--- src/rtl/assert_macros.svh ---
// Assertion macros shared by the RTL of the fall detector.
// Needs a clock named clk and an active-low reset named arst_n in the including scope.
`ifndef ASSERT_MACROS_SVH
`define ASSERT_MACROS_SVH

// The consequent must hold in the cycle after the antecedent.
`define FFID_ASSERT_NEXT(label, ante, cons, msg) \
	label: assert property (@(posedge clk) disable iff (!arst_n) (ante) |=> (cons)) \
		else $error(msg);

// The consequent must hold in the same cycle as the antecedent.
`define FFID_ASSERT_NOW(label, ante, cons, msg) \
	label: assert property (@(posedge clk) disable iff (!arst_n) (ante) |-> (cons)) \
		else $error(msg);

`endif

--- src/rtl/ffid_pkg.sv ---
// Types, codes and reset constants for the fall detector.
// No dependencies; taken in by the interfaces and the top level.
`default_nettype none

package ffid_pkg;

	localparam int ACCEL_W     = 16;
	localparam int STAMP_W     = 32;
	localparam int LEVEL_W     = 15;
	localparam int LEVEL_SQ_W  = 2 * LEVEL_W;
	localparam int MS_W        = 16;
	localparam int MAG_W       = 32;
	localparam int PHASE_W     = 2;
	localparam int CFG_IDX_W   = 3;
	localparam int CFG_DATA_W  = 16;
	localparam int TIME_BITS_DEF = 32;

	// Register indexes of the configuration port.
	localparam logic [CFG_IDX_W-1:0] REG_FREE_FALL_LEVEL = 3'd0;
	localparam logic [CFG_IDX_W-1:0] REG_IMPACT_LEVEL    = 3'd1;
	localparam logic [CFG_IDX_W-1:0] REG_FALL_MIN_MS     = 3'd2;
	localparam logic [CFG_IDX_W-1:0] REG_FALL_MAX_MS     = 3'd3;
	localparam logic [CFG_IDX_W-1:0] REG_WINDOW_MIN_MS   = 3'd4;
	localparam logic [CFG_IDX_W-1:0] REG_WINDOW_MAX_MS   = 3'd5;

	// Reset values: 2.45 and 26.46 m/s^2 in 1/128 steps, and the default windows.
	localparam logic [LEVEL_W-1:0] FREE_FALL_LEVEL_RST = 15'd314;
	localparam logic [LEVEL_W-1:0] IMPACT_LEVEL_RST    = 15'd3387;
	localparam logic [LEVEL_SQ_W-1:0] FREE_FALL_SQ_RST = 30'd98596;
	localparam logic [LEVEL_SQ_W-1:0] IMPACT_SQ_RST    = 30'd11471769;
	localparam logic [MS_W-1:0] FALL_MIN_MS_RST   = 16'd80;
	localparam logic [MS_W-1:0] FALL_MAX_MS_RST   = 16'd300;
	localparam logic [MS_W-1:0] WINDOW_MIN_MS_RST = 16'd100;
	localparam logic [MS_W-1:0] WINDOW_MAX_MS_RST = 16'd1000;

	// Phase codes as they appear on the result channel.
	localparam logic [PHASE_W-1:0] CODE_NORMAL    = 2'd0;
	localparam logic [PHASE_W-1:0] CODE_FREE_FALL = 2'd1;
	localparam logic [PHASE_W-1:0] CODE_CONFIRMED = 2'd2;
	localparam logic [PHASE_W-1:0] CODE_IMPACT    = 2'd3;

	typedef enum logic [3:0] {
		PH_NORMAL    = 4'b0001,
		PH_FREE_FALL = 4'b0010,
		PH_CONFIRMED = 4'b0100,
		PH_IMPACT    = 4'b1000
	} phase_t;

	function automatic logic [PHASE_W-1:0] phase_code(input phase_t ph);
		logic [PHASE_W-1:0] code;
		case (ph)
			PH_NORMAL:    code = CODE_NORMAL;
			PH_FREE_FALL: code = CODE_FREE_FALL;
			PH_CONFIRMED: code = CODE_CONFIRMED;
			PH_IMPACT:    code = CODE_IMPACT;
			default:      code = CODE_NORMAL;
		endcase
		return code;
	endfunction

endpackage

`default_nettype wire

--- src/rtl/ffid_sample_if.sv ---
// Sample channel: one accelerometer reading with its millisecond stamp.
// Depends on ffid_pkg for the field widths.
`default_nettype none

interface ffid_sample_if;
	import ffid_pkg::*;

	logic                      valid;
	logic                      ready;
	logic signed [ACCEL_W-1:0] accel_x;
	logic signed [ACCEL_W-1:0] accel_y;
	logic signed [ACCEL_W-1:0] accel_z;
	logic [STAMP_W-1:0]        stamp_ms;

	modport source (output valid, accel_x, accel_y, accel_z, stamp_ms, input ready);
	modport sink (input valid, accel_x, accel_y, accel_z, stamp_ms, output ready);
endinterface

`default_nettype wire

--- src/rtl/ffid_result_if.sv ---
// Result channel: fall report, phase after the sample and squared magnitude.
// Depends on ffid_pkg for the field widths.
`default_nettype none

interface ffid_result_if;
	import ffid_pkg::*;

	logic               valid;
	logic               ready;
	logic               fall_detected;
	logic [PHASE_W-1:0] phase;
	logic [MAG_W-1:0]   magnitude_sq;

	modport source (output valid, fall_detected, phase, magnitude_sq, input ready);
	modport sink (input valid, fall_detected, phase, magnitude_sq, output ready);
endinterface

`default_nettype wire

--- src/rtl/ffid_cfg_if.sv ---
// Configuration write channel: register index and write data.
// Depends on ffid_pkg for the field widths.
`default_nettype none

interface ffid_cfg_if;
	import ffid_pkg::*;

	logic                  valid;
	logic                  ready;
	logic [CFG_IDX_W-1:0]  index;
	logic [CFG_DATA_W-1:0] data;

	modport source (output valid, index, data, input ready);
	modport sink (input valid, index, data, output ready);
endinterface

`default_nettype wire

--- src/rtl/free_fall_impact_detector.sv ---
// Top level of the free-fall and impact detector.
// Depends on ffid_pkg, the three channel interfaces and assert_macros.svh.
//
//   Channel  Direction  Carries
//   sample   in         accel_x, accel_y, accel_z, stamp_ms
//   result   out        fall_detected, phase, magnitude_sq
//   cfg      in         index, data (register write, always ready)
//
// One sample is taken every clock cycle while the result channel is not stalled; it passes
// through the input register and then the result register, between which sit the three
// squares, their sum, the threshold compares and the phase update.
// Reset is asynchronous and active low; it loads the default thresholds and returns to normal.
// A stalled result holds the result register and, once the input register is also full,
// the sample channel drops ready; nothing is lost or repeated.
`default_nettype none

module free_fall_impact_detector #(
	parameter int TIME_BITS = ffid_pkg::TIME_BITS_DEF
) (
	input wire logic           clk,
	input wire logic           arst_n,
	ffid_sample_if.sink        sample,
	ffid_result_if.source      result,
	ffid_cfg_if.sink           cfg
);
	import ffid_pkg::*;

	`include "assert_macros.svh"

	// Time is kept at TIME_BITS; the stamp is widened or cut to that width.
	localparam int TW     = TIME_BITS;
	localparam int TW_EXT = (TIME_BITS > STAMP_W) ? TIME_BITS : STAMP_W;

	// Configuration. The thresholds are kept squared, worked out as they are written.
	logic [LEVEL_SQ_W-1:0] free_sq_q;
	logic [LEVEL_SQ_W-1:0] impact_sq_q;
	logic [MS_W-1:0]       fall_min_q;
	logic [MS_W-1:0]       fall_max_q;
	logic [MS_W-1:0]       win_min_q;
	logic [MS_W-1:0]       win_max_q;
	logic [LEVEL_W-1:0]    cfg_level;
	logic [LEVEL_SQ_W-1:0] cfg_level_sq;

	assign cfg.ready    = 1'b1;
	assign cfg_level    = cfg.data[LEVEL_W-1:0];
	assign cfg_level_sq = LEVEL_SQ_W'(cfg_level) * LEVEL_SQ_W'(cfg_level);

	always_ff @(posedge clk or negedge arst_n) begin
		if (!arst_n) begin
			free_sq_q   <= FREE_FALL_SQ_RST;
			impact_sq_q <= IMPACT_SQ_RST;
			fall_min_q  <= FALL_MIN_MS_RST;
			fall_max_q  <= FALL_MAX_MS_RST;
			win_min_q   <= WINDOW_MIN_MS_RST;
			win_max_q   <= WINDOW_MAX_MS_RST;
		end else if (cfg.valid) begin
			case (cfg.index)
				REG_FREE_FALL_LEVEL: free_sq_q   <= cfg_level_sq;
				REG_IMPACT_LEVEL:    impact_sq_q <= cfg_level_sq;
				REG_FALL_MIN_MS:     fall_min_q  <= cfg.data;
				REG_FALL_MAX_MS:     fall_max_q  <= cfg.data;
				REG_WINDOW_MIN_MS:   win_min_q   <= cfg.data;
				REG_WINDOW_MAX_MS:   win_max_q   <= cfg.data;
				default: ;
			endcase
		end
	end

	// Handshake. The input register moves on whenever the result register is empty or
	// is being emptied in the same cycle, so a steady stream runs at one request a cycle while results are taken.
	logic valid_s1;
	logic out_valid_q;
	logic advance;
	logic fire_s1;
	logic in_fire;

	assign advance      = !out_valid_q || result.ready;
	assign fire_s1      = valid_s1 && advance;
	assign sample.ready = !valid_s1 || advance;
	assign in_fire      = sample.valid && sample.ready;

	always_ff @(posedge clk or negedge arst_n) begin
		if (!arst_n) begin
			valid_s1    <= 1'b0;
			out_valid_q <= 1'b0;
		end else begin
			if (in_fire) begin
				valid_s1 <= 1'b1;
			end else if (fire_s1) begin
				valid_s1 <= 1'b0;
			end
			if (fire_s1) begin
				out_valid_q <= 1'b1;
			end else if (result.ready) begin
				out_valid_q <= 1'b0;
			end
		end
	end

	// Input register (payload only).
	logic signed [ACCEL_W-1:0] accel_x_s1;
	logic signed [ACCEL_W-1:0] accel_y_s1;
	logic signed [ACCEL_W-1:0] accel_z_s1;
	logic [STAMP_W-1:0]        stamp_s1;

	always_ff @(posedge clk) begin
		if (in_fire) begin
			accel_x_s1 <= sample.accel_x;
			accel_y_s1 <= sample.accel_y;
			accel_z_s1 <= sample.accel_z;
			stamp_s1   <= sample.stamp_ms;
		end
	end

	// Squared magnitude. Each square is at most 2^30, so the sum of three fits in 32 bits
	// and the sign bit of each product is always clear.
	logic signed [2*ACCEL_W-1:0] prod_x;
	logic signed [2*ACCEL_W-1:0] prod_y;
	logic signed [2*ACCEL_W-1:0] prod_z;
	logic [MAG_W-1:0]            mag;
	logic                        is_free;
	logic                        is_impact;

	assign prod_x    = (2*ACCEL_W)'(accel_x_s1) * (2*ACCEL_W)'(accel_x_s1);
	assign prod_y    = (2*ACCEL_W)'(accel_y_s1) * (2*ACCEL_W)'(accel_y_s1);
	assign prod_z    = (2*ACCEL_W)'(accel_z_s1) * (2*ACCEL_W)'(accel_z_s1);
	assign mag       = {1'b0, prod_x[2*ACCEL_W-2:0]} + {1'b0, prod_y[2*ACCEL_W-2:0]}
	                 + {1'b0, prod_z[2*ACCEL_W-2:0]};
	assign is_free   = mag < {{(MAG_W-LEVEL_SQ_W){1'b0}}, free_sq_q};
	assign is_impact = mag > {{(MAG_W-LEVEL_SQ_W){1'b0}}, impact_sq_q};

	// Phase machine state and the two time marks.
	phase_t        phase_q;
	phase_t        phase_nx;
	logic [TW-1:0] fall_start_q;
	logic [TW-1:0] confirm_q;
	logic [TW-1:0] fall_start_nx;
	logic [TW-1:0] confirm_nx;
	logic [TW_EXT-1:0] stamp_ext;
	logic [TW-1:0] now;
	logic [TW-1:0] dt_fall;
	logic [TW-1:0] dt_conf;
	logic          detected;

	// Durations wrap at the time width and are read as unsigned.
	assign stamp_ext = TW_EXT'(stamp_s1);
	assign now       = stamp_ext[TW-1:0];
	assign dt_fall   = now - fall_start_q;
	assign dt_conf   = now - confirm_q;

	always_comb begin
		phase_nx      = phase_q;
		fall_start_nx = fall_start_q;
		confirm_nx    = confirm_q;
		detected      = 1'b0;
		case (phase_q)
			PH_NORMAL: begin
				if (is_free) begin
					phase_nx      = PH_FREE_FALL;
					fall_start_nx = now;
				end
			end
			PH_FREE_FALL: begin
				// Leaving free fall: too short goes back to normal, otherwise it is confirmed.
				if (!is_free) begin
					if (dt_fall < TW'(fall_min_q)) begin
						phase_nx = PH_NORMAL;
					end else begin
						phase_nx   = PH_CONFIRMED;
						confirm_nx = now;
					end
				end else if (dt_fall > TW'(fall_max_q)) begin
					phase_nx = PH_NORMAL;
				end
			end
			PH_CONFIRMED: begin
				// An early impact is ignored; running past the window wins over an impact.
				if (dt_conf > TW'(win_max_q)) begin
					phase_nx = PH_NORMAL;
				end else if (is_impact && dt_conf >= TW'(win_min_q)) begin
					phase_nx = PH_IMPACT;
				end
			end
			PH_IMPACT: begin
				// The report sample ignores both thresholds and clears the marks.
				detected      = 1'b1;
				phase_nx      = PH_NORMAL;
				fall_start_nx = '0;
				confirm_nx    = '0;
			end
			default: begin
				phase_nx = PH_NORMAL;
			end
		endcase
	end

	always_ff @(posedge clk or negedge arst_n) begin
		if (!arst_n) begin
			phase_q      <= PH_NORMAL;
			fall_start_q <= '0;
			confirm_q    <= '0;
		end else if (fire_s1) begin
			phase_q      <= phase_nx;
			fall_start_q <= fall_start_nx;
			confirm_q    <= confirm_nx;
		end
	end

	// Result register (payload only).
	logic               detected_q;
	logic [PHASE_W-1:0] phase_code_q;
	logic [MAG_W-1:0]   mag_q;

	always_ff @(posedge clk) begin
		if (fire_s1) begin
			detected_q   <= detected;
			phase_code_q <= phase_code(phase_nx);
			mag_q        <= mag;
		end
	end

	assign result.valid         = out_valid_q;
	assign result.fall_detected = detected_q;
	assign result.phase         = phase_code_q;
	assign result.magnitude_sq  = mag_q;

	// A sample taken in impact seen must be reported as a fall in the next result.
	`FFID_ASSERT_NEXT(a_report_after_impact, fire_s1 && phase_q == PH_IMPACT,
		result.valid && result.fall_detected, "impact seen did not report a fall")
	// Normal can never jump straight to impact seen.
	`FFID_ASSERT_NEXT(a_no_skip_to_impact, fire_s1 && phase_q == PH_NORMAL,
		result.phase != CODE_IMPACT, "normal went straight to impact seen")
	// A sample taken in free fall must not flag a fall; only the report sample may.
	`FFID_ASSERT_NEXT(a_no_report_in_free_fall, fire_s1 && phase_q == PH_FREE_FALL,
		!result.fall_detected, "fall reported while in free fall")

endmodule

`default_nettype wire
--- src/flat_wrapper.sv ---
// flat-port wrapper written by rule: the top's interface ports become plain ports
module free_fall_impact_detector_flat import ffid_pkg::*;
#(
	parameter int TIME_BITS = ffid_pkg::TIME_BITS_DEF
)
  (clk, arst_n, sample_valid, sample_accel_x, sample_accel_y, sample_accel_z, sample_stamp_ms, sample_ready, result_valid, result_fall_detected, result_phase, result_magnitude_sq, result_ready, cfg_valid, cfg_index, cfg_data, cfg_ready);
  ffid_sample_if sample_i ();
  ffid_result_if result_i ();
  ffid_cfg_if cfg_i ();
  input wire logic clk;
  input wire logic arst_n;
  input wire logic [$bits(sample_i.valid)-1:0] sample_valid;
  input wire logic [$bits(sample_i.accel_x)-1:0] sample_accel_x;
  input wire logic [$bits(sample_i.accel_y)-1:0] sample_accel_y;
  input wire logic [$bits(sample_i.accel_z)-1:0] sample_accel_z;
  input wire logic [$bits(sample_i.stamp_ms)-1:0] sample_stamp_ms;
  output wire logic [$bits(sample_i.ready)-1:0] sample_ready;
  output wire logic [$bits(result_i.valid)-1:0] result_valid;
  output wire logic [$bits(result_i.fall_detected)-1:0] result_fall_detected;
  output wire logic [$bits(result_i.phase)-1:0] result_phase;
  output wire logic [$bits(result_i.magnitude_sq)-1:0] result_magnitude_sq;
  input wire logic [$bits(result_i.ready)-1:0] result_ready;
  input wire logic [$bits(cfg_i.valid)-1:0] cfg_valid;
  input wire logic [$bits(cfg_i.index)-1:0] cfg_index;
  input wire logic [$bits(cfg_i.data)-1:0] cfg_data;
  output wire logic [$bits(cfg_i.ready)-1:0] cfg_ready;
  assign sample_i.valid = sample_valid;
  assign sample_i.accel_x = sample_accel_x;
  assign sample_i.accel_y = sample_accel_y;
  assign sample_i.accel_z = sample_accel_z;
  assign sample_i.stamp_ms = sample_stamp_ms;
  assign sample_ready = sample_i.ready;
  assign result_valid = result_i.valid;
  assign result_fall_detected = result_i.fall_detected;
  assign result_phase = result_i.phase;
  assign result_magnitude_sq = result_i.magnitude_sq;
  assign result_i.ready = result_ready;
  assign cfg_i.valid = cfg_valid;
  assign cfg_i.index = cfg_index;
  assign cfg_i.data = cfg_data;
  assign cfg_ready = cfg_i.ready;
  free_fall_impact_detector #(.TIME_BITS(TIME_BITS)) u_core (.clk(clk), .arst_n(arst_n), .sample(sample_i), .result(result_i), .cfg(cfg_i));
endmodule
--- config.mk ---
export PLATFORM = sky130hd
export DESIGN_NAME = free_fall_impact_detector_flat
export DESIGN_NICKNAME = d
export VERILOG_FILES = /design/src/rtl/ffid_pkg.sv /design/src/rtl/ffid_sample_if.sv /design/src/rtl/ffid_result_if.sv /design/src/rtl/ffid_cfg_if.sv /design/src/rtl/free_fall_impact_detector.sv /design/src/flat_wrapper.sv
export VERILOG_INCLUDE_DIRS = /design/src /design/src/rtl
export SDC_FILE = /design/constraint.sdc
export NUM_CORES = 2
export LEC_CHECK = 0
export ABC_AREA = 1
export BUFFER_PORTS_ARGS = -buffer_cell sky130_fd_sc_hd__buf_2
export CAP_MARGIN = 20
export CORE_MARGIN = 3
export CORE_UTILIZATION = 55
export DETAILED_ROUTE_END_ITERATION = 8
export PLACE_DENSITY_LB_ADDON = 0.25
export SYNTH_ARGS = -nofsm -noshare
export SYNTH_HDL_FRONTEND = slang
export SYNTH_SLANG_ARGS = --single-unit
--- constraint.sdc ---
create_clock -name clk -period 9.8 [get_ports clk]
set_input_delay 2.94 -clock clk [delete_from_list [all_inputs] [get_ports clk]]
set_output_delay 2.94 -clock clk [all_outputs]
set_load 0.03 [all_outputs]
* After elaboration in Yosys (flattened, before gate mapping)
Cells that the tools add are included.
Storage, ports and cells: register bits 309, input port bits 104
Operators by class: order comparisons 6, reduce and logical (&&, ||, !) cells 20, muxes and demuxes 18, equality and inequality tests 15, multipliers 4, $add $sub $neg 4
Operators with widths (count):
- case mux 32 bit (2 select lines) | 2
- two-way mux 32 bit | 3
- multiplier 16 x 16 -> 31 bit | 3
- > comparator 32 x 16 -> 1 bit | 2
- subtractor 32 bit | 2
- adder 31 x 31 -> 32 bit | 1
- adder 32 x 31 -> 32 bit | 1
- greater-or-equal comparator 32 x 16 -> 1 bit | 1
- > comparator 32 x 30 -> 1 bit | 1
- < comparator 32 x 16 -> 1 bit | 1
- < comparator 32 x 30 -> 1 bit | 1
- multiplier 15 x 15 -> 30 bit | 1
- two-way mux 4 bit | 5
- case mux 4 bit (3 select lines) | 1
- AND reduction 2 bit | 6
- equality test 4 x 2 -> 1 bit (second input constant) | 2
- equality test 4 x 3 -> 1 bit (second input constant) | 2
- equality test 4 bit (second input constant) | 2
- nonzero test 2 bit | 4
- equality test 3 x 2 -> 1 bit (second input constant) | 2
- equality test 3 bit (second input constant) | 2
- case mux 2 bit (3 select lines) | 1
- two-way mux 1 bit | 5
- equality test 4 x 1 -> 1 bit (second input constant) | 1
- 10 further kinds | 15

* Logic depth before layout (Yosys ltp)
depth in word-level cells 10, gate-level depth with buffers 53

* Worst setup path before layout
OpenSTA, ideal clock, no wires.
path kind register to register, start register u_core.accel_y_s1[6], end register u_core.fall_start_q[12], clock period less this slack 8939 ps, setup slack 861 ps, arrival 8815 ps, cell stages (with the launch flop) 41, path buffers 3, cells stage by stage edfxtp_1 > clkbuf_1 > clkbuf_1 > nand2_1 > fa_1 > fa_1 > fa_1 > fa_1 > inv_1 > fa_1 > inv_1 > fa_1 > inv_1 > ha_1 > a21oi_1 > a21boi_0 > o21ai_1 > a21oi_1 > [... 5 more ...] > nand2_1 > o21ai_0 > a21oi_1 > o31a_1 > o21ai_0 > xor2_1 > ha_1 > a21oi_1 > nor2_1 > a211oi_1 > nand2_1 > nand3_1 > nand2_2 > inv_2 > nand2_2 > a21oi_4 > buf_2 > a21oi_1
On the way: cells in the longest elaborated chain, start to end 6
Ends and longest elaborated chain:
- start: declaration | line free_fall_impact_detector.sv:102 | logic signed [ACCEL_W-1:0] accel_y_s1;
- start signal: assignment | line free_fall_impact_detector.sv:109 | accel_y_s1 <= sample.accel_y;
- multiplier 16 x 16 -> 31 bit | line free_fall_impact_detector.sv:125 | assign prod_y = (2*ACCEL_W)'(accel_y_s1) * (2*ACCEL_W)'(accel_y_s1);
- adder 31 x 31 -> 32 bit | line free_fall_impact_detector.sv:127 | assign mag = {1'b0, prod_x[2*ACCEL_W-2:0]} + {1'b0, prod_y[2*ACCEL_W-2:0]}
- adder 32 x 31 -> 32 bit | line free_fall_impact_detector.sv:128 | + {1'b0, prod_z[2*ACCEL_W-2:0]};
- via u_core.mag[25] | line free_fall_impact_detector.sv:120 | logic [MAG_W-1:0] mag;
- < comparator 32 x 30 -> 1 bit | line free_fall_impact_detector.sv:129 | assign is_free = mag < {{(MAG_W-LEVEL_SQ_W){1'b0}}, free_sq_q};
- inequality test 2 x 1 -> 1 bit (no source line)
- AND reduction 3 bit (no source line)
- end signal: assignment | line free_fall_impact_detector.sv:204 | fall_start_q <= fall_start_nx;
- end: declaration | line free_fall_impact_detector.sv:135 | logic [TW-1:0] fall_start_q;
The timed path passes the listed nets, and every way through them passes these cells. A chain may end at the register's enable or synchronous reset.

* Final worst setup path
start register u_core.accel_x_s1[3], end register u_core.fall_start_q[15]
On the way: cells in the longest elaborated chain, start to end 6
Ends and longest elaborated chain:
- start: declaration | line free_fall_impact_detector.sv:101 | logic signed [ACCEL_W-1:0] accel_x_s1;
- start signal: assignment | line free_fall_impact_detector.sv:108 | accel_x_s1 <= sample.accel_x;
- multiplier 16 x 16 -> 31 bit | line free_fall_impact_detector.sv:124 | assign prod_x = (2*ACCEL_W)'(accel_x_s1) * (2*ACCEL_W)'(accel_x_s1);
- adder 31 x 31 -> 32 bit | line free_fall_impact_detector.sv:127
- adder 32 x 31 -> 32 bit | line free_fall_impact_detector.sv:128
- via u_core.mag[29] | line free_fall_impact_detector.sv:120
- < comparator 32 x 30 -> 1 bit | line free_fall_impact_detector.sv:129
- inequality test 2 x 1 -> 1 bit (no source line)
- AND reduction 3 bit (no source line)
The timed path passes the listed nets, and every way through them passes these cells.

==> impl_results.md <==
* CTS buffer count at 42
* Synth Instances at 6,585
* Slowest stage delay, CP at 0.56 ns
* Nets at 8,263
* Main synth FF type: dfrtp_1
* CTS tree: done
* Crit-path max FO at 16
* Vias post-DR at 41,557
* Buffers on Ports at 140
* Total clock sinks at 307
* Synth Area in Simple Gates at 14.4%
* Highest-delay cell along the critical path: fa_1
* Post-Syn Nets at 8,106
* Fmax at 104 MHz
* R2r startpoint: u_core.accel_x_s1[3]
* Clock Tree Root: clkbuf_16
* Total grt overflow at 0
* DRC at 0
* CP startpoint: u_core.accel_x_s1[3]
* Fin worst setup slack at 0.230 ns
* Critical Path End Type: register
* Synth area leader: fa_1
* Footprint of the multi-input gates at 37,700 sq um
* IO Pins at 142
* Pre-CTS WS at 0.0930 ns
* Post-synthesis compound-gate area fraction at 6.62%
* Largest net degree at the start of global routing at 117
* H-tree depth at 2
* Slew Limit Fails at 0
* Post-synthesis adder-cell area fraction at 45.3%
* P&R area growth vs syn at 8.65%
* Post-synth EDFFs at 115
* Max_cap viols at 0
* Core Area at 95,700 sq um
* DRT antenna net count at 0
* FFs w/ async S/R, synth at 62.5%
* First-pass GRT wire length at 218 mm
* Final Hold Vio Count at 0
* Share of cells above drive strength 1 at 7.31%
* Slew HR at 34.4%
* Synth warn at 0
* Ranking of synthesized cells by area: fa_1, inv_1, ha_1
* Min-delay src: u_core.impact_sq_q[14]
* DP HPWL at 110 mm
* Worst Tran Pin Value at 0.984 ns
* Filler cells at 8,389
* Die area at 101,000 sq um
* Worst Skew at 0.0719 ns
* Count of cell types in the netlist at 53
* Critical path type: reg -> reg
* Worst min-delay path category: reg -> reg
* Clock Latency Late Sink at 0.65 ns
* Final setup violation count at 0
* Status: completed
* Synthesized area per cell at 8.12 sq um
* N_diodes at 0
* Final wirelength at 133 mm
* Cell Area, Synth at 53,500 sq um
* Gpl congestion at 0.948
* Final period util at 97.7%
* Drt wl/cell at 16.5 microns
* GRT Overall Usage at 26.6%
* Post-Synth XOR/XNOR Area at 3.39%
* Clk pin slew, worst setup/hold paths at 0.07 ns
* FF+latch count, synth at 307
* Initial antenna violation count at 1
* Initial Utilization at 55.9%
* Multiplexer share of the synthesized area at 0%
* Die width at 318 microns
* Largest family of logic cells by synthesized area: adder cells
* Yosys top cell area share at 32.3%
* CP arrival at 10.12 ns
* Vias in the first global route at 42,768
* DR pass1 iterations at 5
* Core Rows at 113
* Max Root-Sink Buffers at 3
* Min Tclk post-route at 9.57 ns
* Via-to-Cell Ratio at 5.17
* Initial DRC count at 3,112
* Critical path data required time at 10.35 ns
* FF/Latch Area at 8300 sq um
* Height of the die at 318 microns
* Sequential area share after synthesis at 15.5%
* CP Launch Type: register
[timing repair]
| item | CTS | global route |
|---|---|---|
| endpoints found under the setup margin | 0 | 70 |
| gates resized for setup | 0 | 102 |
| buffers inserted | 0 | 52 |
| hold buffers | 0 | 0 |
[layout make-up]
| class | instances | share of cell area [%] |
|---|---|---|
| clock buffer | 54 | 2.05 |
| clock inverter | 24 | 0.454 |
| inverter | 1940 | 12.5 |
| multi-input combinational | 4186 | 64.8 |
| sequential | 307 | 14.3 |
| tap | 1265 | 2.72 |
| timing repair buffer | 265 | 3.10 |
[per-layer routing]
metal	share of wire (%)	vias up	GRT usage, %
met5	0.0098	-	0
met4	2.3	2	6.04
met3	6.9	205	4.26
met2	48	1162	44.5
met1	43	20359	36.6
li1	-	19829	-
[cells by family (layout without fill, tap and decap cells)]
kind of cell | Yosys count | count (layout)
buffers and inverters | 2092 | 2283
and+or+nand+nor | 1914 | 1914
adders and majority gates | 1417 | 1417
AOI/OAI and AO/OA | 647 | 647
DFF | 307 | 307
xor gates and xnor gates | 207 | 207
other | 1 | 1
[state kept, by name (all words and copies together), names as in the netlist]
register                     flops
u_core.valid_s1                  1
u_core.free_sq_q                29
u_core.confirm_q                32
u_core.accel_y_s1               16
u_core.impact_sq_q              29
u_core.win_max_q                16
u_core.result.phase              2
u_core.now                      32
u_core.phase_q                   4
u_core.fall_min_q               16
u_core.fall_max_q               16
u_core.win_min_q                16
u_core.result.fall_detected      1
u_core.result.magnitude_sq      32
u_core.fall_start_q             32
u_core.accel_x_s1               16
u_core.accel_z_s1               16
u_core.result.valid              1
[final timing paths]
kind                                            to  slack, ns  cells after the start
min in group asynchronous     u_core.fall_max_q[6]       2.45                      1
setup reg to reg           u_core.fall_start_q[15]       0.23                     42
hold / removal              u_core.impact_sq_q[14]       0.48                      2
hold reg to reg             u_core.impact_sq_q[14]       0.48                      2
setup / recovery           u_core.fall_start_q[15]       0.23                     42
max in group asynchronous  u_core.fall_start_q[24]       5.77                      2
[worst max-delay path: cells and delay by family (launching register included)]
kind            cells  cell delay [ns]
simple gates        9             1.08
fa+ha+maj          10             4.62
flops               1             0.47
buf+inv            11             1.03
xor+xnor            2             0.52
compound gates     10             1.73
[metrics by stage]
step	TNS (ns)	area, sq um	utilization (%)	std cells	hold slack [ns]
2_1_floorplan	0	53500	-	6585	0.453
3_3_place_gp	0	55700	58.2	7905	0.467
3_5_place_dp	0	55700	58.2	7905	0.473
4_1_cts	0	57100	59.7	7983	0.487
5_1_grt	-7.01	58100	60.7	8041	0.501
6_report	0	58100	60.7	8041	0.482
[cell usage in the layout, fill, tap and decap left out, types with 8 or more instances in the layout]
master	instances
buf_4	109
clkbuf_16	47
nor2_1	271
a21o_1	18
nand2_1	1352
o211ai_1	10
ha_2	8
buf_2	139
nand2_2	10
or2_2	21
ha_1	543
dfrtp_1	158
nand4_1	39
nor4_1	9
o21bai_1	26
o21ai_1	38
dfstp_2	34
xor2_2	11
xnor2_1	66
xor2_1	122
fa_1	861
o21ai_0	208
a31oi_1	8
edfxtp_1	115
a21oi_1	269
nand3b_1	8
inv_1	1931
nor3_1	42
a21oi_2	15
nand3_1	147
[synthesized netlist by cell type (18+ instances only)]
library cell and number:
inv_1 1935, nand2_1 1357, fa_1 864, ha_1 553
a21oi_1 285, nor2_1 273, o21ai_0 213, dfrtp_1 158
nand3_1 147, clkbuf_1 138, xor2_1 134, edfxtp_1 115
xnor2_1 73, nor3_1 42, nand4_1 39, o21ai_1 38
dfstp_2 34, o21bai_1 28, or2_2 21, a21o_1 18
Power is left out: the tool's default activity adds up to more than one toggle a clock period on the data nets, which glitch-free logic cannot reach.
